[src/rtl/core/spm_pkg.sv]
// spm_pkg: shared constants, types and helpers for the spin-one Metropolis block.
// Used by spm_ctrl, spm_dp and the top level; no dependencies.
`default_nettype none

package spm_pkg;

  // Lattice geometry
  localparam int LATTICE_SIDE = 64;
  localparam int SITE_COUNT   = LATTICE_SIDE * LATTICE_SIDE;
  localparam int ADDR_W       = $clog2(SITE_COUNT);
  localparam int COL_W        = $clog2(LATTICE_SIDE);

  // Field widths of the ports
  localparam int SITE_W      = 12;
  localparam int SPIN_W      = 2;
  localparam int BUDGET_W    = 16;
  localparam int CF_W        = 16;
  localparam int BOND_OUT_W  = 15;
  localparam int MAG_OUT_W   = 14;
  localparam int SQ_OUT_W    = 13;
  localparam int TOT_OUT_W   = 29;

  // Internal running sums, wide enough for any lattice size
  localparam int BOND_W    = ADDR_W + 3;
  localparam int MAG_W     = ADDR_W + 2;
  localparam int SQ_W      = ADDR_W + 1;
  localparam int TOT_INT_W = ((BOND_W + 8) > (SQ_W + CF_W + 1) ?
                              (BOND_W + 8) : (SQ_W + CF_W + 1)) + 1;
  // Energy change in Q11.8: bond part within +-8*256, field part within +-2^15
  localparam int DE_W      = 19;

  localparam logic signed [BOND_W-1:0] BOND_RST = BOND_W'(-2 * SITE_COUNT);
  localparam logic signed [MAG_W-1:0]  MAG_RST  = MAG_W'(SITE_COUNT);
  localparam logic [SQ_W-1:0]          SQ_RST   = SQ_W'(SITE_COUNT);

  // Row split by reciprocal multiply: row = (site * RECIP) >> DIV_K
  localparam int DIV_K   = 24;
  localparam int RECIP_W = DIV_K + 1;
  localparam int RECIP   = (1 << DIV_K) / LATTICE_SIDE + 1;

  localparam logic signed [SPIN_W-1:0] SPIN_UP     = 2'sb01;
  localparam logic signed [SPIN_W-1:0] SPIN_UNUSED = 2'sb10;

  // Proposal per old spin (-1, 0, +1) and pick
  localparam logic signed [SPIN_W-1:0] PICK_TABLE [3][2] = '{
    '{ 2'sb01, 2'sb00},
    '{ 2'sb01, 2'sb11},
    '{ 2'sb11, 2'sb00}
  };

  typedef enum logic [3:0] {
    ST_CLEAR,
    ST_IDLE,
    ST_DIV,
    ST_MOD,
    ST_RD_DN,
    ST_RD_LF,
    ST_RD_RT,
    ST_EVAL,
    ST_COMMIT,
    ST_TOTAL
  } state_e;

  typedef enum logic [2:0] {
    RD_SITE,
    RD_UP,
    RD_DN,
    RD_LF,
    RD_RT
  } rd_sel_e;

  typedef struct packed {
    logic              load;
    logic              clr_en;
    logic [ADDR_W-1:0] clr_addr;
    logic              rd_en;
    rd_sel_e           rd_sel;
    logic              div;
    logic              mod;
    logic              commit;
    logic              out_load;
  } ctrl_cmd_t;

  typedef struct packed {
    logic in_range;
  } dp_status_t;

  function automatic logic signed [SPIN_W-1:0] pick_spin(
    input logic signed [SPIN_W-1:0] cur_spin,
    input logic                     pick
  );
    logic [1:0] idx;
    idx = 2'(cur_spin) + 2'd1;
    if (idx == 2'd3) begin
      return 2'sb00;
    end
    return PICK_TABLE[idx][pick];
  endfunction

endpackage

`default_nettype wire

[src/rtl/core/spm_ctrl.sv]
// spm_ctrl: sequencer for lattice clear, neighbor reads, commit and result hand-off.
// Depends on spm_pkg; drives spm_dp through ctrl_cmd_t.
`default_nettype none

module spm_ctrl (
  input  wire logic                clk_i,
  input  wire logic                rst_ni,
  input  wire logic                in_valid_i,
  output logic                     in_stall_o,
  output logic                     out_valid_o,
  input  wire logic                out_stall_i,
  input  wire spm_pkg::dp_status_t status_i,
  output spm_pkg::ctrl_cmd_t       cmd_o
);

  spm_pkg::state_e                state_q, state_d;
  logic [spm_pkg::ADDR_W-1:0]     clr_cnt_q, clr_cnt_d;
  logic                           out_valid_q, out_valid_d;

  always_ff @(posedge clk_i or negedge rst_ni) begin
    if (!rst_ni) begin
      state_q     <= spm_pkg::ST_CLEAR;
      clr_cnt_q   <= '0;
      out_valid_q <= 1'b0;
    end else begin
      state_q     <= state_d;
      clr_cnt_q   <= clr_cnt_d;
      out_valid_q <= out_valid_d;
    end
  end

  always_comb begin
    state_d        = state_q;
    clr_cnt_d      = clr_cnt_q;
    cmd_o          = '0;
    cmd_o.rd_sel   = spm_pkg::RD_SITE;
    cmd_o.clr_addr = clr_cnt_q;
    in_stall_o     = 1'b1;

    unique case (state_q)
      spm_pkg::ST_CLEAR: begin
        cmd_o.clr_en = 1'b1;
        clr_cnt_d    = clr_cnt_q + 1'b1;
        if (clr_cnt_q == spm_pkg::ADDR_W'(spm_pkg::SITE_COUNT - 1)) begin
          state_d = spm_pkg::ST_IDLE;
        end
      end
      spm_pkg::ST_IDLE: begin
        in_stall_o = 1'b0;
        if (in_valid_i) begin
          cmd_o.load = 1'b1;
          state_d    = spm_pkg::ST_DIV;
        end
      end
      spm_pkg::ST_DIV: begin
        cmd_o.rd_en  = status_i.in_range;
        cmd_o.rd_sel = spm_pkg::RD_SITE;
        cmd_o.div    = 1'b1;
        state_d      = status_i.in_range ? spm_pkg::ST_MOD : spm_pkg::ST_TOTAL;
      end
      spm_pkg::ST_MOD: begin
        cmd_o.rd_en  = 1'b1;
        cmd_o.rd_sel = spm_pkg::RD_UP;
        cmd_o.mod    = 1'b1;
        state_d      = spm_pkg::ST_RD_DN;
      end
      spm_pkg::ST_RD_DN: begin
        cmd_o.rd_en  = 1'b1;
        cmd_o.rd_sel = spm_pkg::RD_DN;
        state_d      = spm_pkg::ST_RD_LF;
      end
      spm_pkg::ST_RD_LF: begin
        cmd_o.rd_en  = 1'b1;
        cmd_o.rd_sel = spm_pkg::RD_LF;
        state_d      = spm_pkg::ST_RD_RT;
      end
      spm_pkg::ST_RD_RT: begin
        cmd_o.rd_en  = 1'b1;
        cmd_o.rd_sel = spm_pkg::RD_RT;
        state_d      = spm_pkg::ST_EVAL;
      end
      spm_pkg::ST_EVAL: begin
        // last neighbor lands in the accumulator here
        state_d = spm_pkg::ST_COMMIT;
      end
      spm_pkg::ST_COMMIT: begin
        cmd_o.commit = 1'b1;
        state_d      = spm_pkg::ST_TOTAL;
      end
      spm_pkg::ST_TOTAL: begin
        if (!out_valid_q || !out_stall_i) begin
          cmd_o.out_load = 1'b1;
          state_d        = spm_pkg::ST_IDLE;
        end
      end
      default: begin
        state_d = spm_pkg::ST_IDLE;
      end
    endcase
  end

  always_comb begin
    out_valid_d = out_valid_q;
    if (cmd_o.out_load) begin
      out_valid_d = 1'b1;
    end else if (!out_stall_i) begin
      out_valid_d = 1'b0;
    end
  end

  assign out_valid_o = out_valid_q;

endmodule

`default_nettype wire

[config.mk]
export PLATFORM = sky130hd
export DESIGN_NAME = spm_ctrl
export DESIGN_NICKNAME = d
export VERILOG_FILES = /design/src/rtl/core/spm_pkg.sv /design/src/rtl/core/spm_ctrl.sv
export SDC_FILE = /design/constraint.sdc
export NUM_CORES = 1
export LEC_CHECK = 0
export BUFFER_PORTS_ARGS = -buffer_cell sky130_fd_sc_hd__buf_2
export CAP_MARGIN = 25
export CORE_AREA = 2 2 60 62
export CTS_CLUSTER_SIZE = 25
export DETAILED_ROUTE_END_ITERATION = 7
export DIE_AREA = 0 0 62 64
export PLACE_DENSITY = 0.48
export SLEW_MARGIN = 40
export SYNTH_ARGS = -nofsm -noshare
export SYNTH_HDL_FRONTEND = slang
export SYNTH_SLANG_ARGS = --single-unit
[constraint.sdc]
create_clock -name clk_i -period 1.74 [get_ports clk_i]
set_input_delay 0.261 -clock clk_i [delete_from_list [all_inputs] [get_ports clk_i]]
set_output_delay 0.261 -clock clk_i [all_outputs]
set_load 0.02 [all_outputs]
## Word level (Yosys, flattened, before mapping)

Cells that the tools add are included.

| storage, ports and cells | value |
|---|---|
| register bits | 17 |
| bits of input ports | 5 |
| output and inout bits | 24 |

| cells by class | value |
|---|---|
| add/subtract/negate cells | 1 |
| eq/ne operators | 14 |
| muxes and demuxes | 17 |
| reduce and logical (&&, ||, !) cells | 5 |

Operators with widths:

| operator | number |
|---|---|
| $pmux W4 S10 | 1 |
| $pmux W4 S5 | 1 |
| $eq A4 B3 Y1 const B | 4 |
| $mux W4 | 4 |
| $add A12 B1 Y12 const B | 1 |
| $eq A12 B12 Y1 const B | 1 |
| $mux W1 | 11 |
| $eq A4 B2 Y1 const B | 2 |
| $eq A4 B4 Y1 const B | 2 |
| $ne A2 B2 Y1 const B | 3 |
| $eq A4 B1 Y1 const B | 1 |
| $logic_not A4 Y1 | 1 |
| $reduce_and A3 Y1 | 1 |
| $logic_not A1 Y1 | 2 |
| $ne A2 B1 Y1 const B | 1 |
| $logic_or A1 B1 Y1 | 1 |

## Logic depth before layout (Yosys ltp)

Gate-level depths: netlist of the first run.

| depth | value |
|---|---|
| word-level depth | 5 |
| mapped depth | 5 |
| mapped depth without buffers | 4 |

## Least setup slack after synthesis of the first run

OpenSTA, ideal clock, no wires.

| path | value |
|---|---|
| path type | reg-to-output |
| start | register state_q[0] |
| end | output cmd_o[7] (netlist bit) |
| arrival time | 1479 ps |
| required time | 1479 ps |
| path slack | 0 ps |
| cell stages (with the launch flop) | 5 |
| buffers on the path | 1 |
| path through | dfrtp_1 > buf_4 > nand2b_1 > nor3_1 > a21o_1 |

RTL lines:

| element | RTL line | RTL |
|---|---|---|
| start: declaration | spm_ctrl.sv:16 | `spm_pkg::state_e state_q, state_d;` |
| start signal: assignment | spm_ctrl.sv:22 | `state_q <= spm_pkg::ST_CLEAR;` |
| start signal: assignment | spm_ctrl.sv:26 | `state_q <= state_d;` |
| end: declaration | spm_ctrl.sv:13 | `output spm_pkg::ctrl_cmd_t cmd_o` |

==> flow_metrics.py, run 1 <==
metrics = {
    "power": {
        "total_power_mw": 2.19,
        "p_sw_mw": 0.982,
        "p_per_area_nw_per_um2": 1680,
        "p_seq_frac": 0.281,
        "power.share.switching": 0.447,
        "ir_worst_vdd_mv": 0.762,
        "pwr-share-comb": 0.626,
        "p_int_mw": 1.21,
        "clkPwrFrac": 0.093,
        "power.leakage_nw": 0.658,
    },
    "setup_path": {
        "end_kind": "primary output",
        "critPathLaunchType": "flip-flop",
        "path_max_fanout": 4,
        "crit_arrival_ns": 1.44,
        "path_class": "flip-flop to primary output",
        "critPathRequiredTime_ns": 1.48,
    },
    "global_routing": {
        "grt_remaining_overflow": 0,
        "antenna_found_initial": 0,
        "grt_pass1_wl_um": 3360,
        "grt_max_degree": 18,
        "grt_pass1_vias": 723,
        "grt.total_usage": 0.112,
    },
    "sta": {
        "max-slew-margin-rel": 0.736,
        "fin_hold_ws_ns": 0.222,
        "finalWorstPathRequiredPeriod_ns": 1.70,
        "setup-tns-final_ns": 0,
        "fmax_ghz": 0.587,
        "grt_setup_unrepaired": "yes",
        "tightest_slew_ns": 0.396,
        "maxSlewViolCount": 0,
        "setup_viol": 0,
        "fin_crit_sh": 0.979,
        "hold_viol": 0,
        "finalClockSkew_ns": 0.00667,
    },
    "finish": {
        "area_growth_pct": 37.7,
        "nets": 137,
        "layout.area.seq_um2": 425,
        "final_layout_size_suffix_gt1_frac": 0.408,
        "n_fill_cell": 336,
        "layout_commonest_cell": "buf_2",
        "fin_util": 0.398,
        "final_cell_mix": "25 x buf_2, 17 x dfrtp_1, 9 x nand2_1",
        "antenna_cells": 0,
        "fin_area_um2": 1310,
        "multiInputGateArea_um2": 519,
    },
    "placed_design": {
        "placedInstanceArea_um2": 1140,
        "port_buffers": 28,
        "routabilityCongestion": 0.717,
        "hpwl_um": 1460,
    },
    "cts": {
        "clkTransAtPathRegs_ns": 0.10,
        "clock_sinks": 17,
        "clk_latency_ns": 0.28,
        "cts_buffer_depth": 2,
        "cts_made_buffers": 3,
        "cts_tree": "built",
        "htree_levels": 1,
        "root_buffer": "clkbuf_4",
    },
    "floorplan": {
        "start_util": 0.289,
        "die_h_um": 64,
        "die_width_um": 62,
        "die_area_um2": 3970,
        "rows": 21,
        "boundaryPins": 29,
        "coreArea_um2": 3280,
    },
    "routing": {
        "vias_per_cell": 4.55,
        "initialDrtViolationCount": 77,
        "vias": 800,
        "wl_per_cell_um": 11.7,
        "dr.pass1.iters": 4,
        "routed_wl_um": 2060,
        "post-route-drc-count": 0,
        "ant_nets": 0,
    },
    "yosys": {
        "synth-xor-area-share": 0.120,
        "synthCells": 94,
        "seq_area_frac_synth": 0.449,
        "ys_warn_count": 0,
        "synthAdderAreaFrac": 0.0132,
        "synth-seq-cells": 17,
        "syn_avg_cell_area_um2": 10.1,
        "muxShareOfSynthArea": 0,
        "synth_fp_nets": 100,
        "synth_top_family_by_area": "simple AND/OR/NAND/NOR gates",
        "synth-simple-area-share": 0.292,
        "synthesis.area_um2": 948,
        "synth_cell_types": 31,
        "synth_compound_area_frac": 0.0712,
    },
    "min_path": {
        "hp-class": "input pin to flip-flop",
    },
    "run": {
        "drv_cap": 0,
    },
    "status": {
        "status": "finished clean",
    },
}
## synthesized netlist by cell type
cell       n  area (µm²)
dfrtp_1   17         425
nand2_1    9        33.8
xnor2_1    8        70.1
nor3_1     6        30.0
nor2_1     5        18.8
xor2_1     5        43.8
inv_1      4        15.0
nand2b_1   4        25.0
nand4_1    4        25.0
nand3_1    3        15.0
a21oi_1    2        10.0
buf_4      2        15.0
clkbuf_1   2        7.51
nand3b_1   2        15.0
nor2b_1    2        12.5
nor3_2     2        20.0
nor4_1     2        12.5
nor4_4     2        42.5
a211oi_1   1        7.51
a21bo_2    1        10.0
a21boi_0   1        7.51
a21o_1     1        7.51
and3_1     1        6.26
buf_1      1        3.75
buf_6      1        11.3
ha_1       1        12.5
nor4b_1    1        8.76
o22a_1     1        8.76
o22ai_1    1        6.26
o32a_1     1        10.0
or4_4      1        11.3
## routing by layer
metal  up-vias  GRT usage  share of wire
met5         -          0              0
met3         2     0.0243          0.051
met1       373      0.151           0.49
met2        28      0.172           0.45
li1        397          -              -
met4         0     0.0399          0.011
## path summary, 6_finish.rpt
check                                   start             to  slack [ns]  cells after the start
worst max-delay path               state_q[3]      cmd_o[20]        0.04                      3
max in group asynchronous              rst_ni   clr_cnt_q[6]        1.03                      2
min in group asynchronous              rst_ni  clr_cnt_q[10]        0.43                      2
worst min-delay path              out_stall_i    out_valid_o        0.22                      3
worst max register to register     state_q[3]  clr_cnt_q[10]        0.08                      4
worst min register to register  clr_cnt_q[10]  clr_cnt_q[10]        0.50                      1
## power by group through the flow
stage / logic (mW) / clock network [mW] / registers [mW]
3_3_place_gp: 1.09 / 0 / 0.609
3_5_place_dp: 1.10 / 0 / 0.620
6_report: 1.37 / 0.204 / 0.616
2_1_floorplan: 0.747 / 0 / 0.675
4_1_cts: 1.18 / 0.214 / 0.615
5_1_grt: 1.49 / 0.238 / 0.637
## cells by family (layout without fill, tap and decap cells)
family,Yosys count,after routing
buffers and inverters,10,46
AOI/OAI and AO/OA,9,9
xor gates and xnor gates,13,13
DFF,17,17
adders and majority gates,1,1
and+or+nand+nor,44,44
## stage by stage
stage	worst slack, ns	std cells
floorplan	0.000353	94
global placement	0.132	166
detailed placement	0.103	166
CTS	0.000517	172
global route	-0.0332	176
finish	0.0373	176
## timing repair
action	in CTS	in global routing
setup endpoints to repair	3	4
endpoints found under the hold margin	17	0
pin swaps	2	0
setup buffers	1	4
resized for setup	7	13
cloned	0	0
hold buffers	1	0
## worst max-delay path: stages, from the launching register on
cell and delay, ns:
dfrtp_1 0.39, or4_4 0.57, inv_4 0.09, buf_6 0.11
## sequential cells by signal, indices dropped and copies added (netlist names)
| signal | count |
|---|---|
| clr_cnt_q | 12 |
| out_valid_o | 1 |
| state_q | 4 |
## final cells by class
class / count / share of cell area
clock buffers: 4 / 0.0201
inverters: 4 / 0.0134
multi-input cells: 67 / 0.398
flip-flops and latches: 17 / 0.326
well taps: 46 / 0.0441
repair buffers: 38 / 0.199
Power figures use the tool's default switching activity.
==> run 2: changes to the inputs <==
==> constraint.sdc (replaced) <==
create_clock -name clk_i -period 2.05 [get_ports clk_i]
set_input_delay 0.3075 -clock clk_i [delete_from_list [all_inputs] [get_ports clk_i]]
set_output_delay 0.3075 -clock clk_i [all_outputs]
set_load 0.02 [all_outputs]
==> run 2 against run 1 <==
Sequential cell count unchanged. Count of clock-buffer cells in the layout unchanged. Register-to-register slack improved by 0.17 ns. Die area unchanged. Non-clock buffer count decreased by 4. Worst setup slack improved by 0.091 ns. Sequential power decreased by 13%. Utilization decreased by 3.8 points. Global-route usage about the same.
==> flow_metrics.py, run 2 (synthesis gave the netlist of run 1 again) <==
metrics = {
    "global_routing": {
        "grt_pass1_wl_um": 3330,
        "grt.total_usage": 0.112,
        "grt_pass1_vias": 731,
        "grt_max_degree": 18,
        "antenna_found_initial": 0,
        "grt_remaining_overflow": 0,
    },
    "finish": {
        "antenna_cells": 0,
        "final_layout_size_suffix_gt1_frac": 0.333,
        "layout_commonest_cell": "buf_2",
        "nets": 133,
        "largest-register": "clr_cnt_q",
        "area_growth_pct": 24.7,
        "instances_no_fill": 172,
        "largest_reg_flops": 12,
        "fin_util": 0.360,
        "final_cell_mix": "28 x buf_2, 17 x dfrtp_1, 9 x nand2_1",
    },
    "power": {
        "p_seq_frac": 0.328,
        "p_per_area_nw_per_um2": 1380,
        "p_sw_mw": 0.750,
        "ir_worst_vdd_mv": 0.574,
        "power.share.switching": 0.461,
        "clkPwrFrac": 0.102,
        "power.leakage_nw": 0.603,
        "total_power_mw": 1.63,
        "pwr-share-comb": 0.569,
        "p_int_mw": 0.877,
    },
    "sta": {
        "fin_crit_sh": 0.938,
        "maxSlewViolCount": 0,
        "finalClockSkew_ns": 0.00118,
        "max-slew-margin-rel": 0.747,
        "setup_viol": 0,
        "setup-tns-final_ns": 0,
        "fin_ws_ns": 0.128,
        "tightest_slew_ns": 0.379,
        "grt_setup_unrepaired": "no",
        "finalWorstPathRequiredPeriod_ns": 1.92,
        "fmax_ghz": 0.520,
        "hold_viol": 0,
    },
    "cts": {
        "root_buffer": "clkbuf_4",
        "htree_levels": 1,
        "ctsResizeCount": 0,
        "clock_sinks": 17,
        "cts_made_buffers": 3,
        "cts_buffer_depth": 2,
        "cts_tree": "built",
        "clkTransAtPathRegs_ns": 0.09,
        "clk_latency_ns": 0.27,
    },
    "run": {
        "drv_cap": 0,
    },
    "setup_path": {
        "path_class": "flip-flop to primary output",
        "path_max_fanout": 10,
        "critPathLaunchType": "flip-flop",
        "critical-path-top-delay-family": "simple AND/OR/NAND/NOR gates",
        "r2r_setup_slack_ns": 0.25,
        "slowest_stage": "or4_4",
        "max_stage_delay_ns": 0.54,
        "critPathRequiredTime_ns": 1.74,
        "crit_buf_inv": 2,
        "crit_arrival_ns": 1.61,
        "end_kind": "primary output",
        "crit_chain": "or4_4, inv_1, buf_2",
    },
    "status": {
        "status": "finished clean",
    },
    "routing": {
        "initialDrtViolationCount": 54,
        "ant_nets": 0,
        "routed_wl_um": 1900,
        "dr.pass1.iters": 2,
        "wl_per_cell_um": 11.0,
        "vias_per_cell": 4.46,
        "post-route-drc-count": 0,
        "vias": 767,
    },
    "floorplan": {
        "coreArea_um2": 3280,
        "boundaryPins": 29,
        "die_area_um2": 3970,
        "start_util": 0.289,
        "die_h_um": 64,
        "rows": 21,
        "die_width_um": 62,
    },
    "placed_design": {
        "routabilityCongestion": 0.764,
        "pre_cts_ws_ns": 0.363,
        "hpwl_um": 1420,
        "dp_cells": 165,
        "port_buffers": 28,
    },
    "min_path": {
        "hp-class": "input pin to flip-flop",
    },
}
[run 2: final cells by class]
type	count	area, µm²
fillers	342	2100
multi-input cells	67	470
flip-flops and latches	17	425
repair buffers	34	188
well taps	46	57.6
clock buffers	4	26.3
inverters	4	15.0
[run 2: worst paths after layout]
path,from,to,cells past startpoint
hold / removal,out_stall_i,out_valid_o,3
max in group asynchronous,rst_ni,clr_cnt_q[6],2
setup reg to reg,state_q[0],clr_cnt_q[10],4
min in group asynchronous,rst_ni,clr_cnt_q[10],2
setup / recovery,state_q[0],cmd_o[20],3
hold reg to reg,clr_cnt_q[10],clr_cnt_q[10],1
[run 2: what timing repair did]
item | in CTS | in global routing
endpoints found under the setup margin | 0 | 1
hold buffers | 1 | 0
endpoints found under the hold margin | 17 | 0
buffers inserted | 0 | 2
[run 2: worst min-delay path: stages]
cell	delay, ns
buf_2	0.10
nand2_1	0.05
nand2_1	0.05
[run 2: stage by stage]
step           hold WS [ns]  area (µm²)
6_report              0.255        1180
5_1_grt               0.288        1180
4_1_cts               0.238        1170
3_5_place_dp          0.250        1130
3_3_place_gp          0.255        1130
2_1_floorplan        0.0119         948
[run 2: layer usage]
layer  track usage  vias up  wire length (µm)
met3        0.0182        2               102
li1              -      392                 -
met5             0        -                 0
met4        0.0479        0                24
met1         0.158      347               940
met2         0.164       26               831
[run 2: power groups by stage]
| stage | Combinational [mW] | Sequential, mW | Clock [mW] |
|---|---|---|---|
| floorplan | 0.634 | 0.573 | 0 |
| global placement | 0.890 | 0.536 | 0 |
| detailed placement | 0.895 | 0.541 | 0 |
| CTS | 0.899 | 0.536 | 0.181 |
| global route | 1.01 | 0.557 | 0.197 |
| finish | 0.926 | 0.534 | 0.166 |
